<file path="src/design/ckpd_pkg.sv">
// Shared types, operation codes and status codes for the priority dispatcher.
`timescale 1ns / 1ps

package ckpd_pkg;

    // Default sizes handed to the top level.
    localparam int TABLE_DEPTH_DEF = 32;
    localparam int MAX_SERVE_DEF   = 16;

    // Operation codes carried on mode.
    localparam logic [1:0] MODE_ADMIT    = 2'd0;
    localparam logic [1:0] MODE_UPDATE   = 2'd1;
    localparam logic [1:0] MODE_DISPATCH = 2'd2;

    // Result status codes.
    localparam logic [2:0] STAT_OK        = 3'd0;
    localparam logic [2:0] STAT_NOT_FOUND = 3'd1;
    localparam logic [2:0] STAT_ALREADY   = 3'd2;
    localparam logic [2:0] STAT_FULL      = 3'd3;
    localparam logic [2:0] STAT_NONE      = 3'd4;

    // One table entry as held in the entry memory.
    typedef struct packed {
        logic        served;
        logic [15:0] id;
        logic [1:0]  cls;
        logic [10:0] arrival;
        logic [7:0]  age;
    } entry_t;

    // Result of one pass through the shared compare unit.
    typedef struct packed {
        logic id_hit;
        logic wins;
    } cmp_t;

endpackage

</file>
<file path="src/design/ckpd_rank_unit.sv">
// Shared compare unit: id match and three-level priority ranking of two entries.
`timescale 1ns / 1ps

module ckpd_rank_unit
    import ckpd_pkg::*;
(
    input  entry_t      cand,
    input  entry_t      best,
    input  logic [15:0] key_id,
    output cmp_t        result
);

    // Lowest class first, then earliest arrival, then greatest age.
    always_comb
    begin
        result.id_hit = (cand.id == key_id);
        if (cand.cls != best.cls)
        begin
            result.wins = (cand.cls < best.cls);
        end
        else if (cand.arrival != best.arrival)
        begin
            result.wins = (cand.arrival < best.arrival);
        end
        else
        begin
            result.wins = (cand.age > best.age);
        end
    end

endmodule

</file>
<file path="src/design/composite_key_priority_dispatcher_top.sv">
// Top level of the priority dispatcher: entry memory, scan sequencer and result register.
`timescale 1ns / 1ps

// Channel   Direction  Handshake                 Payload
// command   in         start and not busy        mode, request_id, urgency_class,
//                                                arrival_stamp, age_years, servers_free
// result    out        strobe, one cycle each    status, served_id, last
//
// Admit, update and dispatch scan the filled part of the table once per step, one entry per
// cycle through the single read port and the shared compare unit.
// Admit and update give one result after the scan. Dispatch gives one result per served
// item and scans again for each; mode 3 gives no result, and a dispatch of zero reports
// none without a scan. Reset empties the table at once through the fill count.
// Results cannot be held off; busy stays high until the last result of an item.

module composite_key_priority_dispatcher_top
    import ckpd_pkg::*;
#(
    parameter int TABLE_DEPTH = TABLE_DEPTH_DEF,
    parameter int MAX_SERVE   = MAX_SERVE_DEF
)
(
    input  logic        clk,
    input  logic        rst_n,
    input  logic        start,
    output logic        busy,
    input  logic [1:0]  mode,
    input  logic [15:0] request_id,
    input  logic [1:0]  urgency_class,
    input  logic [10:0] arrival_stamp,
    input  logic [7:0]  age_years,
    input  logic [4:0]  servers_free,
    output logic        strobe,
    output logic [2:0]  status,
    output logic [15:0] served_id,
    output logic        last
);

    localparam int IDX_W  = (TABLE_DEPTH > 1) ? $clog2(TABLE_DEPTH) : 1;
    localparam int FILL_W = $clog2(TABLE_DEPTH + 1);
    localparam int CNT_W  = $clog2(MAX_SERVE + 1);

    localparam logic [1:0] ST_IDLE   = 2'd0;
    localparam logic [1:0] ST_SCAN   = 2'd1;
    localparam logic [1:0] ST_DECIDE = 2'd2;

    // Entry memory.
    entry_t mem [TABLE_DEPTH];

    logic [1:0]        state_reg, state_next;
    logic [1:0]        op_reg, op_next;
    logic [15:0]       id_reg, id_next;
    logic [1:0]        cls_reg, cls_next;
    logic [10:0]       arr_reg, arr_next;
    logic [7:0]        age_reg, age_next;
    logic [FILL_W-1:0] fill_reg, fill_next;
    logic [FILL_W-1:0] issue_reg, issue_next;
    logic              rd_vld_reg, rd_vld_next;
    logic [IDX_W-1:0]  rd_idx_reg, rd_idx_next;
    entry_t            rd_data_reg;
    logic              rd_en;
    logic              hit_reg, hit_next;
    logic [IDX_W-1:0]  hit_idx_reg, hit_idx_next;
    entry_t            hit_data_reg, hit_data_next;
    logic              best_vld_reg, best_vld_next;
    logic [IDX_W-1:0]  best_idx_reg, best_idx_next;
    entry_t            best_data_reg, best_data_next;
    logic [FILL_W-1:0] wait_cnt_reg, wait_cnt_next;
    logic [CNT_W-1:0]  k_reg, k_next;
    logic [CNT_W-1:0]  want_reg, want_next;
    logic              strobe_reg, strobe_next;
    logic [2:0]        status_reg, status_next;
    logic [15:0]       served_id_reg, served_id_next;
    logic              last_reg, last_next;
    logic              wr_en;
    logic [IDX_W-1:0]  wr_addr;
    entry_t            wr_data;
    cmp_t              cmp;
    logic              serve_last;

    // Shared compare unit sees the entry just read and the best one so far.
    ckpd_rank_unit u_rank (
        .cand   (rd_data_reg),
        .best   (best_data_reg),
        .key_id (id_reg),
        .result (cmp)
    );

    // Entry memory: one write port, one registered read port.
    always_ff @(posedge clk)
    begin
        if (wr_en)
        begin
            mem[wr_addr] <= wr_data;
        end
        if (rd_en)
        begin
            rd_data_reg <= mem[issue_reg[IDX_W-1:0]];
        end
    end

    // The item served now is the final one if the count is met or nothing else waits.
    assign serve_last = (CNT_W'(k_reg + 1'b1) == want_reg) || (wait_cnt_reg == FILL_W'(1));

    // Sequencer.
    always_comb
    begin
        state_next     = state_reg;
        op_next        = op_reg;
        id_next        = id_reg;
        cls_next       = cls_reg;
        arr_next       = arr_reg;
        age_next       = age_reg;
        fill_next      = fill_reg;
        issue_next     = issue_reg;
        rd_vld_next    = 1'b0;
        rd_idx_next    = rd_idx_reg;
        rd_en          = 1'b0;
        hit_next       = hit_reg;
        hit_idx_next   = hit_idx_reg;
        hit_data_next  = hit_data_reg;
        best_vld_next  = best_vld_reg;
        best_idx_next  = best_idx_reg;
        best_data_next = best_data_reg;
        wait_cnt_next  = wait_cnt_reg;
        k_next         = k_reg;
        want_next      = want_reg;
        strobe_next    = 1'b0;
        status_next    = status_reg;
        served_id_next = served_id_reg;
        last_next      = last_reg;
        wr_en          = 1'b0;
        wr_addr        = hit_idx_reg;
        wr_data        = hit_data_reg;

        case (state_reg)
            ST_IDLE:
            begin
                if (start)
                begin
                    op_next       = mode;
                    id_next       = request_id;
                    cls_next      = urgency_class;
                    arr_next      = arrival_stamp;
                    age_next      = age_years;
                    issue_next    = '0;
                    hit_next      = 1'b0;
                    best_vld_next = 1'b0;
                    wait_cnt_next = '0;
                    k_next        = '0;
                    if (32'(servers_free) > MAX_SERVE)
                    begin
                        want_next = CNT_W'(MAX_SERVE);
                    end
                    else
                    begin
                        want_next = CNT_W'(servers_free);
                    end
                    if (mode == MODE_ADMIT || mode == MODE_UPDATE)
                    begin
                        state_next = ST_SCAN;
                    end
                    else if (mode == MODE_DISPATCH)
                    begin
                        if (servers_free == 5'd0)
                        begin
                            strobe_next    = 1'b1;
                            status_next    = STAT_NONE;
                            served_id_next = '0;
                            last_next      = 1'b1;
                        end
                        else
                        begin
                            state_next = ST_SCAN;
                        end
                    end
                end
            end

            ST_SCAN:
            begin
                // Issue the next read while slots remain.
                if (issue_reg != fill_reg)
                begin
                    rd_en       = 1'b1;
                    rd_vld_next = 1'b1;
                    rd_idx_next = issue_reg[IDX_W-1:0];
                    issue_next  = FILL_W'(issue_reg + 1'b1);
                end
                // Look at the entry read in the cycle before.
                if (rd_vld_reg)
                begin
                    if (cmp.id_hit && !hit_reg)
                    begin
                        hit_next      = 1'b1;
                        hit_idx_next  = rd_idx_reg;
                        hit_data_next = rd_data_reg;
                    end
                    if (!rd_data_reg.served)
                    begin
                        wait_cnt_next = FILL_W'(wait_cnt_reg + 1'b1);
                        if (!best_vld_reg || cmp.wins)
                        begin
                            best_vld_next  = 1'b1;
                            best_idx_next  = rd_idx_reg;
                            best_data_next = rd_data_reg;
                        end
                    end
                end
                if (issue_reg == fill_reg && !rd_vld_reg)
                begin
                    state_next = ST_DECIDE;
                end
            end

            ST_DECIDE:
            begin
                strobe_next    = 1'b1;
                served_id_next = id_reg;
                last_next      = 1'b1;
                state_next     = ST_IDLE;
                case (op_reg)
                    MODE_ADMIT:
                    begin
                        wr_data.served  = 1'b0;
                        wr_data.id      = id_reg;
                        wr_data.cls     = cls_reg;
                        wr_data.arrival = arr_reg;
                        wr_data.age     = age_reg;
                        status_next     = STAT_OK;
                        if (hit_reg)
                        begin
                            wr_en = 1'b1;
                        end
                        else if (fill_reg < FILL_W'(TABLE_DEPTH))
                        begin
                            wr_en     = 1'b1;
                            wr_addr   = fill_reg[IDX_W-1:0];
                            fill_next = FILL_W'(fill_reg + 1'b1);
                        end
                        else
                        begin
                            status_next = STAT_FULL;
                        end
                    end

                    MODE_UPDATE:
                    begin
                        if (!hit_reg)
                        begin
                            status_next = STAT_NOT_FOUND;
                        end
                        else if (hit_data_reg.served)
                        begin
                            status_next = STAT_ALREADY;
                        end
                        else
                        begin
                            wr_en       = 1'b1;
                            wr_data.cls = cls_reg;
                            status_next = STAT_OK;
                        end
                    end

                    default:
                    begin
                        // Dispatch: serve the best waiting entry, or report none.
                        if (!best_vld_reg)
                        begin
                            status_next    = STAT_NONE;
                            served_id_next = '0;
                        end
                        else
                        begin
                            wr_en          = 1'b1;
                            wr_addr        = best_idx_reg;
                            wr_data        = best_data_reg;
                            wr_data.served = 1'b1;
                            status_next    = STAT_OK;
                            served_id_next = best_data_reg.id;
                            last_next      = serve_last;
                            if (!serve_last)
                            begin
                                k_next        = CNT_W'(k_reg + 1'b1);
                                issue_next    = '0;
                                best_vld_next = 1'b0;
                                wait_cnt_next = '0;
                                state_next    = ST_SCAN;
                            end
                        end
                    end
                endcase
            end

            default:
            begin
                state_next = ST_IDLE;
            end
        endcase
    end

    // Control registers.
    always_ff @(posedge clk or negedge rst_n)
    begin
        if (!rst_n)
        begin
            state_reg    <= ST_IDLE;
            fill_reg     <= '0;
            rd_vld_reg   <= 1'b0;
            strobe_reg   <= 1'b0;
            hit_reg      <= 1'b0;
            best_vld_reg <= 1'b0;
        end
        else
        begin
            state_reg    <= state_next;
            fill_reg     <= fill_next;
            rd_vld_reg   <= rd_vld_next;
            strobe_reg   <= strobe_next;
            hit_reg      <= hit_next;
            best_vld_reg <= best_vld_next;
        end
    end

    // Payload and working registers.
    always_ff @(posedge clk)
    begin
        op_reg        <= op_next;
        id_reg        <= id_next;
        cls_reg       <= cls_next;
        arr_reg       <= arr_next;
        age_reg       <= age_next;
        issue_reg     <= issue_next;
        rd_idx_reg    <= rd_idx_next;
        hit_idx_reg   <= hit_idx_next;
        hit_data_reg  <= hit_data_next;
        best_idx_reg  <= best_idx_next;
        best_data_reg <= best_data_next;
        wait_cnt_reg  <= wait_cnt_next;
        k_reg         <= k_next;
        want_reg      <= want_next;
        status_reg    <= status_next;
        served_id_reg <= served_id_next;
        last_reg      <= last_next;
    end

    assign busy      = (state_reg != ST_IDLE);
    assign strobe    = strobe_reg;
    assign status    = status_reg;
    assign served_id = served_id_reg;
    assign last      = last_reg;

`ifndef NO_ASSERTIONS
    // The fill count never runs past the table.
    a_fill_bound: assert property (@(posedge clk) disable iff (!rst_n)
        fill_reg <= FILL_W'(TABLE_DEPTH))
        else $error("fill count beyond table depth");

    // A "none served" item is always final and carries id zero.
    a_none_form: assert property (@(posedge clk) disable iff (!rst_n)
        strobe && status == STAT_NONE |-> last && served_id == 16'd0)
        else $error("malformed none-served item");

    // A result that is not final means the dispatch is still scanning.
    a_more_follow: assert property (@(posedge clk) disable iff (!rst_n)
        strobe && !last |-> busy)
        else $error("non-final item with block idle");

    // A dispatch scan never starts once the serve count is met.
    a_count_bound: assert property (@(posedge clk) disable iff (!rst_n)
        state_reg == ST_SCAN && op_reg == MODE_DISPATCH |-> k_reg < want_reg)
        else $error("dispatch scan beyond serve count");

    // Read data only arrives during a scan.
    a_read_in_scan: assert property (@(posedge clk) disable iff (!rst_n)
        rd_vld_reg |-> state_reg == ST_SCAN)
        else $error("read data outside a scan");
`endif

endmodule
</file>
<file path="config.mk">
export PLATFORM = sky130hd
export DESIGN_NAME = composite_key_priority_dispatcher_top
export DESIGN_NICKNAME = d
export VERILOG_FILES = /design/src/design/ckpd_pkg.sv /design/src/design/ckpd_rank_unit.sv /design/src/design/composite_key_priority_dispatcher_top.sv
export SDC_FILE = /design/constraint.sdc
export NUM_CORES = 2
export LEC_CHECK = 0
export BUFFER_PORTS_ARGS = -buffer_cell sky130_fd_sc_hd__buf_2
export CAP_MARGIN = 20
export CELL_PAD_IN_SITES_DETAIL_PLACEMENT = 1
export CELL_PAD_IN_SITES_GLOBAL_PLACEMENT = 1
export CORE_ASPECT_RATIO = 0.75
export CORE_MARGIN = 3
export CORE_UTILIZATION = 50
export DETAILED_ROUTE_END_ITERATION = 6
export PLACE_DENSITY_LB_ADDON = 0.1
export RECOVER_POWER = 50
export SETUP_SLACK_MARGIN = 0.05
export SYNTH_ARGS = -nofsm -noshare
export SYNTH_HDL_FRONTEND = slang
export SYNTH_SLANG_ARGS = --single-unit
</file>
<file path="constraint.sdc">
create_clock -name clk -period 17.7 [get_ports clk]
set_clock_uncertainty 0.15 [all_clocks]
set_input_delay 0 -clock clk [delete_from_list [all_inputs] [get_ports clk]]
set_output_delay 0 -clock clk [all_outputs]
set_load 0.005 [all_outputs]
</file>
==> summary.txt <==
Outcome: finished with violations
Failing checks: capacitance limit, slew limit
Number of global-route vias before repair: 27,564
Worst Tran Pin Value: 4810 ps
P_sw: 2.64 mW
Horiz. Die Dim: 390 µm
RSZ-0062 raised after global routing: false
Worst setup SP type: flop
Tmin final: 7630 ps
Placed cell count: 3,822
Critical path fanouts, max: 60
Register area: 43,100 µm²
R2r setup slk: 10,070 ps
Kind of critical path: flop to flop
Internal Power: 6.75 mW
Largest stage delay, worst path: 2910 ps
Crit path buffers/inverters: 4
Final Wtd Congestion: 0.781
Clock transition at path regs: 60 ps
Largest register FFs: 1,216
CTS tree: done
Post-place setup slack: 12,690 ps
Vias per cell: 6.34
Wire per inst: 35.4 µm
GRT Util Overall: 0.264
Worst Setup Slack, final: 10,070 ps
Commonest cells post-synth: edfxtp_1 (1,425), mux4_2 (380), inv_1 (68), nor2_1 (66), clkbuf_1 (60)
Synth cell types: 48
Chip Height: 294 µm
CTS Hold Bufs: 91
Met3 usage in global routing: 0.0704
Met2 Use GR: 0.393
# rows: 104
# IOs: 69
CTS sink count: 1,437
TritonCTS Buffers: 139
TritonRoute pass-1 iters: 6
Mean Syn Cell Area: 23.3 µm²
Routed via count: 26,492
Cell Pwr Density: 150 nW/µm²
MaxCap Viol Count: 15
DRC: 0
Asr flop ratio synth: 0.00835
Comb power frac: 0.251
Final Setup Violations: 0
Number of cells on the worst reg-to-reg path: 10
Multi-input logic area: 11,600 µm²
Min-delay worst type: input port to flop
Wire length of the first global-routing pass: 210,000 µm
Gr busiest metal: met2
Latest clock arrival within the worst-skew pair: 770 ps
Setup Fix Bufs, Post-CTS: 0
Yosys top cell by area: edfxtp_1
Sw Ratio: 0.281
Setup_tns: 0 ps
Syn Inst Count: 2,366
Antenna-violating nets left: 0
EDFF count, synth: 1,425
Yosys top cell area share: 0.775
Drt total wl: 148,000 µm
Post-Syn Area: 55,200 µm²
H-tree Lvls: 4
Layout cells sized above 1: 0.265
Worst vdd rail ir drop: 0.119 mV
Seq pwr share: 0.448
Inserted Diodes: 0
Synthesis Warnings: 0
CP endpoint kind: flop
Filler cells: 8,959
Main synth FF type: edfxtp_1
Die footprint: 114,000 µm²
Port-buffer cells: 68
Lkg Pwr: 19.6 nW
Arrival time at the worst endpoint: 7870 ps
Hold Path Cell Cnt: 7
Detailed Route Iter0 Violations: 3,617
Met1 Use GR: 0.391
Hold Fails Final Rpt: 0
Top post-synthesis cells by area: edfxtp_1 (78%), mux4_2 (16%), mux2_2 (0.82%)
Tcrit/Tclk final: 0.431
Initial antenna violation count: 3
Seq cells post-synth: 1,437
Clock share of power: 0.301
Core area: 108,000 µm²
Synth-to-layout area growth: 13.7%
Worst path depth: 10
Final Non-Filler Cells: 4,177
Top delay family on crit path: buffers and inverters
Post-synthesis sequential area ratio: 0.780
Max Buffers Root-to-Sink: 3
Nets: 2,713
Crit-path slowest cell: clkbuf_1
Most instantiated library cell after synthesis: edfxtp_1
CP Data Required Time: 17,940 ps
GRT overflow: 0
Cts repair resizes: 0
Pin count of the biggest net entering global routing: 131
Worst slew margin: -2.21
Slew Limit Fails: 480
Starting Density: 0.509
Root Buffer: clkbuf_16
Crit path cell chain: inv_1 -> ha_1 -> nand2_1 -> nor2_4 -> clkbuf_1 -> a222oi_1 -> buf_4 -> or3_1 -> nor2_4 -> buf_4
Dpl hpwl: 79,900 µm
Maximum clock rate: 0.131 GHz
Syn Nets: 2,444
## area by class of cell
type	count	area share
multi-input cells	749	0.185
repair buffers	240	0.0283
flip-flops and latches	1437	0.686
inverters	68	0.00406
well taps	1431	0.0285
clock buffers	191	0.0609
clock inverters	61	0.00695
## cells in the final DEF, fill, tap and decap left out, types with 5 or more instances in the layout
cell type,synthesis,routed
nor4_1,6,6
ha_1,31,31
nand4_1,10,10
o21ai_0,6,6
buf_2,25,39
edfxtp_1,1425,1425
mux2_2,40,40
nor2_1,66,32
clkbuf_16,0,145
nand3_1,15,15
xor2_1,13,13
dfrtp_1,12,12
mux4_2,380,380
clkinv_1,0,30
nor2b_1,5,5
a21o_1,6,5
and3_1,5,5
bufinv_16,0,5
a222oi_1,37,37
clkinv_2,0,18
nand2_1,26,26
nor2_4,0,33
inv_6,0,5
xnor2_1,30,30
clkbuf_1,60,99
a21oi_1,11,11
buf_4,5,48
a22o_1,16,16
inv_1,68,68
dlygate4sd3_1,0,91
## metal layers
layer | vias up | routed length, µm
li1 | 10622 | -
met1 | 14379 | 61800
met2 | 1313 | 67700
met3 | 178 | 15000
met4 | 0 | 3450
met5 | - | 0
## logic make-up after synthesis
family | after synthesis | synth area share
AND/OR/NAND/NOR | 151 | 0.0125
XOR/XNOR | 44 | 0.00725
AO/OA/AOI/OAI | 103 | 0.0156
flip-flops | 1437 | 0.780
adder cells (fa/ha/maj) | 31 | 0.00703
buffers and inverters | 180 | 0.0140
multiplexers | 420 | 0.163
## power by group through the flow
stage / Clock [mW] / Combinational (mW) / Sequential [mW]
2_1_floorplan: 0 / 1.61 / 4.21
3_3_place_gp: 0 / 2.29 / 4.26
3_5_place_dp: 0 / 2.33 / 4.27
4_1_cts: 2.88 / 2.35 / 4.20
5_1_grt: 3.03 / 2.51 / 4.22
6_report: 2.83 / 2.35 / 4.20
## tightest hold or removal path: cells and delay by family
kind | cells | cell delay, ps
AND/OR/NAND/NOR | 5 | 320
buffers and inverters | 2 | 620
## stage by stage
step	hold WS, ps	utilization	instance area (µm²)	total power, mW
2_1_floorplan	-446	-	55200	5.82
3_3_place_gp	-221	0.532	57600	6.55
3_5_place_dp	-210	0.532	57700	6.60
4_1_cts	26.0	0.580	62900	9.43
5_1_grt	120	0.579	62800	9.76
6_report	86.2	0.579	62800	9.39
## final timing paths
kind | to | start
hold reg to reg | best_idx_reg[2] | rd_idx_reg[2]
max in group asynchronous | fill_reg[0] | rst_n
min in group asynchronous | best_vld_reg | rst_n
setup / recovery | mem[24][24] | state_reg[0]
hold / removal | strobe | servers_free[2]
setup reg to reg | mem[24][24] | state_reg[0]
No activity file was read; power rests on OpenSTA's default activity.
